`src/hdl/assert_macros.svh`:
```
// assertion helpers shared by the rtl
`ifndef ASSERT_MACROS_SVH
`define ASSERT_MACROS_SVH

`ifndef ASSERT_OFF

// same-cycle implication
`define ASSERT_IMPLY(lbl, clk, rstn, ante, cons) \
  lbl: assert property (@(posedge clk) disable iff (!rstn) (ante) |-> (cons)) \
    else $error("assertion failed");

// next-cycle implication
`define ASSERT_NEXT(lbl, clk, rstn, ante, cons) \
  lbl: assert property (@(posedge clk) disable iff (!rstn) (ante) |=> (cons)) \
    else $error("assertion failed");

`else

`define ASSERT_IMPLY(lbl, clk, rstn, ante, cons)
`define ASSERT_NEXT(lbl, clk, rstn, ante, cons)

`endif

`endif

```
`src/hdl/blp_pkg.sv`:
```
package blp_pkg;

  // parse phase, one-hot
  typedef enum logic [4:0] {
    PH_BEGIN  = 5'b00001,
    PH_SFIRST = 5'b00010,
    PH_ZERO   = 5'b00100,
    PH_DIGITS = 5'b01000,
    PH_BAD    = 5'b10000
  } phase_e;

  typedef enum logic [1:0] {
    RF_DEC = 2'd0,
    RF_HEX = 2'd1,
    RF_BIN = 2'd2
  } radix_e;

  typedef enum logic [2:0] {
    STS_OK     = 3'd0,
    STS_HEX    = 3'd1,
    STS_BIN    = 3'd2,
    STS_NUMBER = 3'd3,
    STS_OCTAL  = 3'd4,
    STS_SIGNED = 3'd5,
    STS_RANGE  = 3'd6
  } status_e;

  typedef struct packed {
    phase_e     phase;
    logic       is_negative;
    radix_e     radix_form;
    logic [3:0] digit_count;
    logic [8:0] accumulator;
    status_e    pending_error;
    logic       leading_zero;
  } blp_state_t;

  typedef struct packed {
    logic [7:0] character;
    logic       has_char;
    logic       last;
  } blp_item_t;

  typedef struct packed {
    logic [7:0] byte_value;
    status_e    status;
  } blp_result_t;

  localparam blp_state_t StateReset = '{
    phase:         PH_BEGIN,
    is_negative:   1'b0,
    radix_form:    RF_DEC,
    digit_count:   4'd0,
    accumulator:   9'd0,
    pending_error: STS_OK,
    leading_zero:  1'b0
  };

  // ascii codes
  localparam logic [7:0] ChMinus   = 8'h2D;
  localparam logic [7:0] ChZero    = 8'h30;
  localparam logic [7:0] ChOne     = 8'h31;
  localparam logic [7:0] ChNine    = 8'h39;
  localparam logic [7:0] ChUpperA  = 8'h41;
  localparam logic [7:0] ChUpperB  = 8'h42;
  localparam logic [7:0] ChUpperF  = 8'h46;
  localparam logic [7:0] ChUpperX  = 8'h58;
  localparam logic [7:0] ChLowerA  = 8'h61;
  localparam logic [7:0] ChLowerZ  = 8'h7A;
  localparam logic [7:0] CaseShift = 8'd32;

  localparam logic [8:0] AccMax       = 9'd511;
  localparam logic [8:0] NegMagMax    = 9'd128;
  localparam logic [8:0] ByteMax      = 9'd255;
  localparam logic [3:0] HexMaxDigits = 4'd2;
  localparam logic [3:0] BinMaxDigits = 4'd8;
  localparam logic [3:0] DecCountMax  = 4'd15;

endpackage

```
`src/hdl/blp_parser.sv`:
```
`include "assert_macros.svh"

module blp_parser (
  input  logic                clk_i,
  input  logic                rst_ni,
  input  logic                step_i,
  input  blp_pkg::blp_item_t  item_i,
  output blp_pkg::blp_result_t result_o
);
  import blp_pkg::*;

  blp_state_t st_q, st_d;
  blp_state_t nx;
  blp_state_t body;

  logic [7:0]  fc;
  logic        c_dec;
  logic [3:0]  dec_d;
  logic        hex_ok;
  logic [3:0]  hex_d;
  logic [12:0] dec_sum;
  logic [8:0]  dec_acc;
  logic [3:0]  dec_cnt;
  logic [8:0]  mag;

  // case fold and digit classification
  assign fc      = (item_i.character >= ChLowerA && item_i.character <= ChLowerZ) ?
                   item_i.character - CaseShift : item_i.character;
  assign c_dec   = (fc >= ChZero) && (fc <= ChNine);
  assign dec_d   = 4'(fc - ChZero);
  assign hex_ok  = c_dec || ((fc >= ChUpperA) && (fc <= ChUpperF));
  assign hex_d   = c_dec ? dec_d : 4'(fc - ChUpperA + 8'd10);

  // accumulate by ten, saturating
  assign dec_sum = {1'b0, st_q.accumulator, 3'b000} + {3'b000, st_q.accumulator, 1'b0}
                 + {9'd0, dec_d};
  assign dec_acc = (dec_sum > {4'd0, AccMax}) ? AccMax : dec_sum[8:0];
  assign dec_cnt = (st_q.digit_count < DecCountMax) ? st_q.digit_count + 4'd1
                                                    : st_q.digit_count;

  // first character of the literal body
  always_comb begin
    body = st_q;
    if (fc == ChZero) begin
      body.phase        = PH_ZERO;
      body.leading_zero = 1'b1;
      body.accumulator  = 9'd0;
      body.digit_count  = 4'd1;
      body.radix_form   = RF_DEC;
    end else if (c_dec) begin
      body.phase       = PH_DIGITS;
      body.radix_form  = RF_DEC;
      body.accumulator = {5'd0, dec_d};
      body.digit_count = 4'd1;
    end else begin
      body.phase         = PH_BAD;
      body.pending_error = STS_NUMBER;
    end
  end

  always_comb begin
    nx = st_q;
    if (item_i.has_char) begin
      unique case (st_q.phase)
        PH_BEGIN: begin
          if (fc == ChMinus) begin
            nx.is_negative = 1'b1;
            nx.phase       = PH_SFIRST;
          end else begin
            nx = body;
          end
        end
        PH_SFIRST: nx = body;
        PH_ZERO: begin
          if (fc == ChUpperX || fc == ChUpperB) begin
            nx.radix_form  = (fc == ChUpperX) ? RF_HEX : RF_BIN;
            nx.digit_count = 4'd0;
            nx.accumulator = 9'd0;
            nx.phase       = PH_DIGITS;
          end else if (c_dec) begin
            nx.phase       = PH_DIGITS;
            nx.accumulator = dec_acc;
            nx.digit_count = dec_cnt;
          end else begin
            nx.phase         = PH_BAD;
            nx.pending_error = STS_NUMBER;
          end
        end
        PH_DIGITS: begin
          if (st_q.radix_form == RF_HEX) begin
            if (!hex_ok || st_q.digit_count >= HexMaxDigits) begin
              nx.phase         = PH_BAD;
              nx.pending_error = STS_HEX;
            end else begin
              nx.accumulator = {st_q.accumulator[4:0], hex_d};
              nx.digit_count = st_q.digit_count + 4'd1;
            end
          end else if (st_q.radix_form == RF_BIN) begin
            if ((fc != ChZero && fc != ChOne) || st_q.digit_count >= BinMaxDigits) begin
              nx.phase         = PH_BAD;
              nx.pending_error = STS_BIN;
            end else begin
              nx.accumulator = {st_q.accumulator[7:0], fc == ChOne};
              nx.digit_count = st_q.digit_count + 4'd1;
            end
          end else if (c_dec) begin
            nx.accumulator = dec_acc;
            nx.digit_count = dec_cnt;
          end else begin
            nx.phase         = PH_BAD;
            nx.pending_error = STS_NUMBER;
          end
        end
        PH_BAD: nx = st_q;
        default: nx = st_q;
      endcase
    end
  end

  // end of literal: turn the updated state into a byte and a status
  assign mag = (nx.phase == PH_ZERO) ? 9'd0 : nx.accumulator;

  always_comb begin
    result_o.byte_value = 8'd0;
    result_o.status     = STS_OK;
    if (nx.phase == PH_BEGIN || nx.phase == PH_SFIRST) begin
      result_o.status = STS_NUMBER;
    end else if (nx.phase == PH_BAD) begin
      result_o.status = nx.pending_error;
    end else if (nx.phase == PH_DIGITS && nx.radix_form == RF_HEX &&
                 nx.digit_count == 4'd0) begin
      result_o.status = STS_HEX;
    end else if (nx.phase == PH_DIGITS && nx.radix_form == RF_BIN &&
                 nx.digit_count == 4'd0) begin
      result_o.status = STS_BIN;
    end else if (nx.phase == PH_DIGITS && nx.radix_form == RF_DEC && nx.leading_zero) begin
      result_o.status = STS_OCTAL;
    end else if (mag != 9'd0 && nx.is_negative) begin
      if (mag > NegMagMax) begin
        result_o.status = STS_SIGNED;
      end else begin
        result_o.byte_value = 8'(9'd256 - mag);
      end
    end else if (mag > ByteMax) begin
      result_o.status = STS_RANGE;
    end else begin
      result_o.byte_value = mag[7:0];
    end
  end

  always_comb begin
    st_d = st_q;
    if (step_i) begin
      st_d = item_i.last ? StateReset : nx;
    end
  end

  always_ff @(posedge clk_i or negedge rst_ni) begin
    if (!rst_ni) begin
      st_q <= StateReset;
    end else begin
      st_q <= st_d;
    end
  end

  `ASSERT_NEXT(a_clear_after_last, clk_i, rst_ni, step_i && item_i.last, st_q == StateReset)
  `ASSERT_IMPLY(a_bad_has_code, clk_i, rst_ni, st_q.phase == PH_BAD, st_q.pending_error != STS_OK)
  `ASSERT_NEXT(a_hold_without_step, clk_i, rst_ni, !step_i, $stable(st_q))

endmodule

```
`src/hdl/byte_literal_parser.sv`:
```
// byte_literal_parser: streaming parser for an 8-bit numeric literal
// input channel: one character per request (character_i, has_char_i, last_i)
//   on in_valid_i; a request is taken on a clock edge with in_stall_o low
// accepted forms: optional minus, then 0x + 1..2 hex digits, 0b + 1..8 binary
//   digits, or decimal; letters compare case-insensitively
// output channel: one request per literal, issued for the request marked
//   last_i, carrying byte_value_o and status_o on out_valid_o
// order: a request is registered at the input and parsed from that register;
//   a final request's result is then registered and shown on out_valid_o
// throughput: one character per cycle while in_stall_o is low; the parse
//   state update (classify, accumulate by ten, finish checks) is combinational
// stall: a character that does not end a literal never waits for the output;
//   a final character waits in the input register while a result is held
//   by out_stall_i, and in_stall_o then rises
// reset: asynchronous, clears both registers' valid flags and the parse
//   state to the start of a literal; no clearing pass is needed
`include "assert_macros.svh"

module byte_literal_parser (
  input  logic                 clk_i,
  input  logic                 rst_ni,
  input  logic                 in_valid_i,
  output logic                 in_stall_o,
  input  logic [7:0]           character_i,
  input  logic                 has_char_i,
  input  logic                 last_i,
  output logic                 out_valid_o,
  input  logic                 out_stall_i,
  output logic [7:0]           byte_value_o,
  output logic [2:0]           status_o
);
  import blp_pkg::*;

  // input register
  logic        s1_valid_q, s1_valid_d;
  blp_item_t   s1_item_q, s1_item_d;
  logic        s1_adv;
  logic        in_acc;

  // result register
  logic        out_valid_q, out_valid_d;
  blp_result_t res_q, res_d;
  blp_result_t res_comb;
  logic        res_load;

  // a non-final character only touches the parse state, so it moves on
  // regardless of the output side
  assign s1_adv   = s1_valid_q && (!s1_item_q.last || !out_valid_q || !out_stall_i);
  assign in_stall_o = s1_valid_q && !s1_adv;
  assign in_acc   = in_valid_i && !in_stall_o;
  assign res_load = s1_adv && s1_item_q.last;

  always_comb begin
    s1_valid_d = s1_valid_q;
    s1_item_d  = s1_item_q;
    if (in_acc) begin
      s1_valid_d = 1'b1;
      s1_item_d  = '{character: character_i, has_char: has_char_i, last: last_i};
    end else if (s1_adv) begin
      s1_valid_d = 1'b0;
    end
  end

  // parse state and finish logic
  blp_parser u_parser (
    .clk_i    (clk_i),
    .rst_ni   (rst_ni),
    .step_i   (s1_adv),
    .item_i   (s1_item_q),
    .result_o (res_comb)
  );

  always_comb begin
    out_valid_d = out_valid_q;
    res_d       = res_q;
    if (res_load) begin
      out_valid_d = 1'b1;
      res_d       = res_comb;
    end else if (!out_stall_i) begin
      out_valid_d = 1'b0;
    end
  end

  always_ff @(posedge clk_i or negedge rst_ni) begin
    if (!rst_ni) begin
      s1_valid_q  <= 1'b0;
      out_valid_q <= 1'b0;
    end else begin
      s1_valid_q  <= s1_valid_d;
      out_valid_q <= out_valid_d;
    end
  end

  // payload registers, no reset
  always_ff @(posedge clk_i) begin
    s1_item_q <= s1_item_d;
    res_q     <= res_d;
  end

  assign out_valid_o  = out_valid_q;
  assign byte_value_o = res_q.byte_value;
  assign status_o     = res_q.status;

  `ASSERT_NEXT(a_last_gives_result, clk_i, rst_ni, res_load, out_valid_q)
  `ASSERT_IMPLY(a_error_zero_value, clk_i, rst_ni, out_valid_q && res_q.status != STS_OK, res_q.byte_value == 8'd0)
  `ASSERT_IMPLY(a_mid_never_blocks, clk_i, rst_ni, s1_valid_q && !s1_item_q.last, !in_stall_o)

endmodule
```
`config.mk`:
```
export PLATFORM = sky130hd
export DESIGN_NAME = byte_literal_parser
export DESIGN_NICKNAME = d
export VERILOG_FILES = /design/src/hdl/blp_pkg.sv /design/src/hdl/blp_parser.sv /design/src/hdl/byte_literal_parser.sv
export VERILOG_INCLUDE_DIRS = /design/src /design/src/hdl
export SDC_FILE = /design/constraint.sdc
export NUM_CORES = 1
export LEC_CHECK = 0
export BUFFER_PORTS_ARGS = -buffer_cell sky130_fd_sc_hd__buf_4
export CORE_MARGIN = 4
export CORE_UTILIZATION = 55
export DETAILED_ROUTE_END_ITERATION = 16
export MAX_ROUTING_LAYER = met4
export PLACE_DENSITY = 0.73
export SETUP_SLACK_MARGIN = 0.05
export SYNTH_ARGS = -nofsm -noshare
export SYNTH_HDL_FRONTEND = slang
export SYNTH_SLANG_ARGS = --single-unit
export TNS_END_PERCENT = 50
```
`constraint.sdc`:
```
create_clock -name clk_i -period 6.5 [get_ports clk_i]
set_input_delay 1.3 -clock clk_i [delete_from_list [all_inputs] [get_ports clk_i]]
set_output_delay 1.3 -clock clk_i [all_outputs]
set_load 0.02 [all_outputs]
```
==> flow_summary.ini <==
[worst_setup_path]
cp_max_fo = 21
crit-reg2reg-launch = s1_item_q[5]
endpoint_kind = flop
arrival_ps = 5420
crit_top_cell = ha_1
start_kind = flop
crit_start = s1_item_q[5]
criticalPathCategory = flop to flop
worstSetupEndpoint = byte_value_o[7]
critPathMaxStageDelay_ps = 650
path_cells = buf_4, fa_1, ha_1, a211oi_1, o21ai_0, a221oi_1, a31oi_1, nor3_1, a221o_1, a21oi_1, inv_1, ha_1, nand2_1, o31a_1, or3_4, o21ai_1
r2r_setup_slack_ps = 1260
r2r-end = byte_value_o[7]
rr_worst_depth = 16
cp.required_ps = 6670
cp_slowest_cell = nor3_1

[status]
status = finished, final reports clean

[clock_network]
clk_pin_slew_ps = 110
htreeDepth = 2
cts-resized-gates = 0
cts_num_sinks = 48
cts-root-buf = clkbuf_8
numCtsBuffers = 5
cts_post_setup_buffers_inserted = 0
cts_buffer_depth = 2
postCtsHoldBufs = 0
clock_latency_ps = 320
cts_tree = done

[routing]
first_pass_iters = 6
antenna_left = 0
drt_iter0_drc = 685
vias = 5492
post_drt_wl_per_cell_um = 23.3
vias_per_cell = 7.08
drc = 0
routed_wl_um = 18100

[layout]
drive_above_1_share_pct = 14.8
fin_nets = 685
final_area_um2 = 5770
num_antenna_cells = 0
syn_to_final_growth_pct = 5.73

[timing]
hold_viol_final = 0
fin_crit_sh_pct = 80.6
setup_violations = 0
tns_ps = 0
fmax_ghz = 0.191
tightest_slew_ps = 1150
slew_headroom_pct = 22.5
period_minus_slack_ps = 5240
rsz0062_at_grt = no
finalClockSkew_ps = 11.2
finalMaxSlewViolations = 0

[synthesis]
ys_ff_latch = 48
seq_area_frac_synth_pct = 24.0
ys.flop_type = dfrtp_1
yosys.area.top_type_share_pct = 11.9
ys_async_sr_fraction_pct = 56.3
synthesis.instances = 644
yosys.area.top_type = dfrtp_1
ys.warnings.count = 0
syn_nets = 687
synth.most_common_cell = nand2_1
syn_area_per_cell_um2 = 8.47
yosys-top-cells-area = dfrtp_1 (12%), edfxtp_1 (12%), ha_1 (6.2%)
ys_types = 113
synth_area_um2 = 5460
synthTopCellsByCount = nand2_1 (56), nor2_1 (51), a21oi_1 (38)
synth_edf_count = 21

[pwr]
peakVddDrop_mv = 0.138
power_density_nw_per_um2 = 189
fin_total_pwr_mw = 1.09
power_leakage_nw = 2.19

[global_route]
grt_overflow = 0
grt_pass1_vias = 5247
grt_first_pass_wirelength_um = 28700
grt_use_total_pct = 32.6
grt_max_degree = 35
antenna_found_initial = 0

[place]
dpl-instance-area_um2 = 5630
hpwl_um = 13600
portBuffers = 26
gp_congestion = 0.985

[floorplan]
die_x_um = 108
die_area_um2 = 11600
initial_core_util_pct = 56.1
die_y_um = 108
ios = 27
core_um2 = 9730
rows = 36

[job]
cap_violations = 0

[hold_path]
worstHoldPathType = flop to flop
==> cell usage in the layout (no fill, tap or decap), types with 7 or more instances in the layout <==
master / instances
buf_4: 28
dfrtp_1: 26
nor2b_1: 10
nand4_1: 10
o21ai_0: 36
a31oi_1: 12
edfxtp_1: 21
and3_1: 10
o211ai_1: 14
nand2_1: 56
a21o_1: 8
ha_1: 27
inv_1: 27
nor4_1: 11
nor3_1: 15
a21oi_1: 38
nand2b_1: 14
o221ai_1: 7
nor2_1: 51
o21a_1: 8
o31ai_1: 7
nand3_1: 14
==> kinds of logic (layout without fill, tap and decap cells) <==
kind of cell	after synthesis	count (layout)	synth area share (%)
xor+xnor	11	11	1.77
buf+inv	64	63	5.55
simple gates	247	247	25.6
flops	48	48	24.0
fa+ha+maj	30	30	7.11
mux	5	5	0.986
compound gates	239	239	35.0
==> registers in the layout, summed over array words and instances (netlist names) <==
| register | cells |
|---|---|
| u_parser.st_q | 24 |
| s1_item_q | 10 |
| byte_value_o | 8 |
| status_o | 3 |
| out_valid_o | 1 |
| s1_valid_q | 1 |
| u_parser.body | 1 |
==> worst min path at each step <==
stage	start	to	slack, ps	cells after the start
detailed placement	u_parser.st_q[2]	u_parser.st_q[2]	480	2
global placement	u_parser.st_q[2]	u_parser.st_q[2]	470	2
CTS	u_parser.st_q[2]	u_parser.st_q[2]	510	2
finish	u_parser.st_q[2]	u_parser.st_q[2]	510	2
global route	u_parser.st_q[2]	u_parser.st_q[2]	550	2
floorplan	u_parser.st_q[2]	u_parser.st_q[2]	450	2
==> power breakdown <==
group          switching, mW  internal (mW)
Clock                  0.124          0.155
Sequential            0.0383          0.343
Combinational          0.271          0.156
Total                  0.433          0.655
==> critical path: cells and delay by family (launching register included) <==
kind	cells	cell delay, ps
flip-flops	1	370
buffers and inverters	2	390
AO/OA/AOI/OAI	8	2020
AND/OR/NAND/NOR	3	1200
adder cells (fa/ha/maj)	3	1100
==> per-layer routing <==
layer | track usage (%) | vias to the layer above | share of wire (%)
met5 | - | - | 0
met4 | 17.0 | 0 | 5.2
met3 | 6.06 | 77 | 8.1
met2 | 49.6 | 297 | 46
met1 | 41.3 | 2614 | 41
li1 | - | 2504 | -
==> cell type report <==
type | count | area (µm²)
repair buffers | 28 | 210
clock buffers | 5 | 68.8
well taps | 133 | 166
clock inverters | 3 | 68.8
flip-flops and latches | 48 | 1310
fillers | 871 | 3960
inverters | 27 | 101
multi-input cells | 532 | 3840
==> through the flow <==
step,setup WS [ps],instances,utilization [%],hold WS (ps)
after floorplan,2220,644,-,450
after global placement,1600,768,57.9,470
after detailed placement,1340,768,57.9,484
after CTS,1300,776,59.3,509
after global routing,906,776,59.3,546
final,1260,776,59.3,507
No activity file was read; power rests on OpenSTA's default activity.
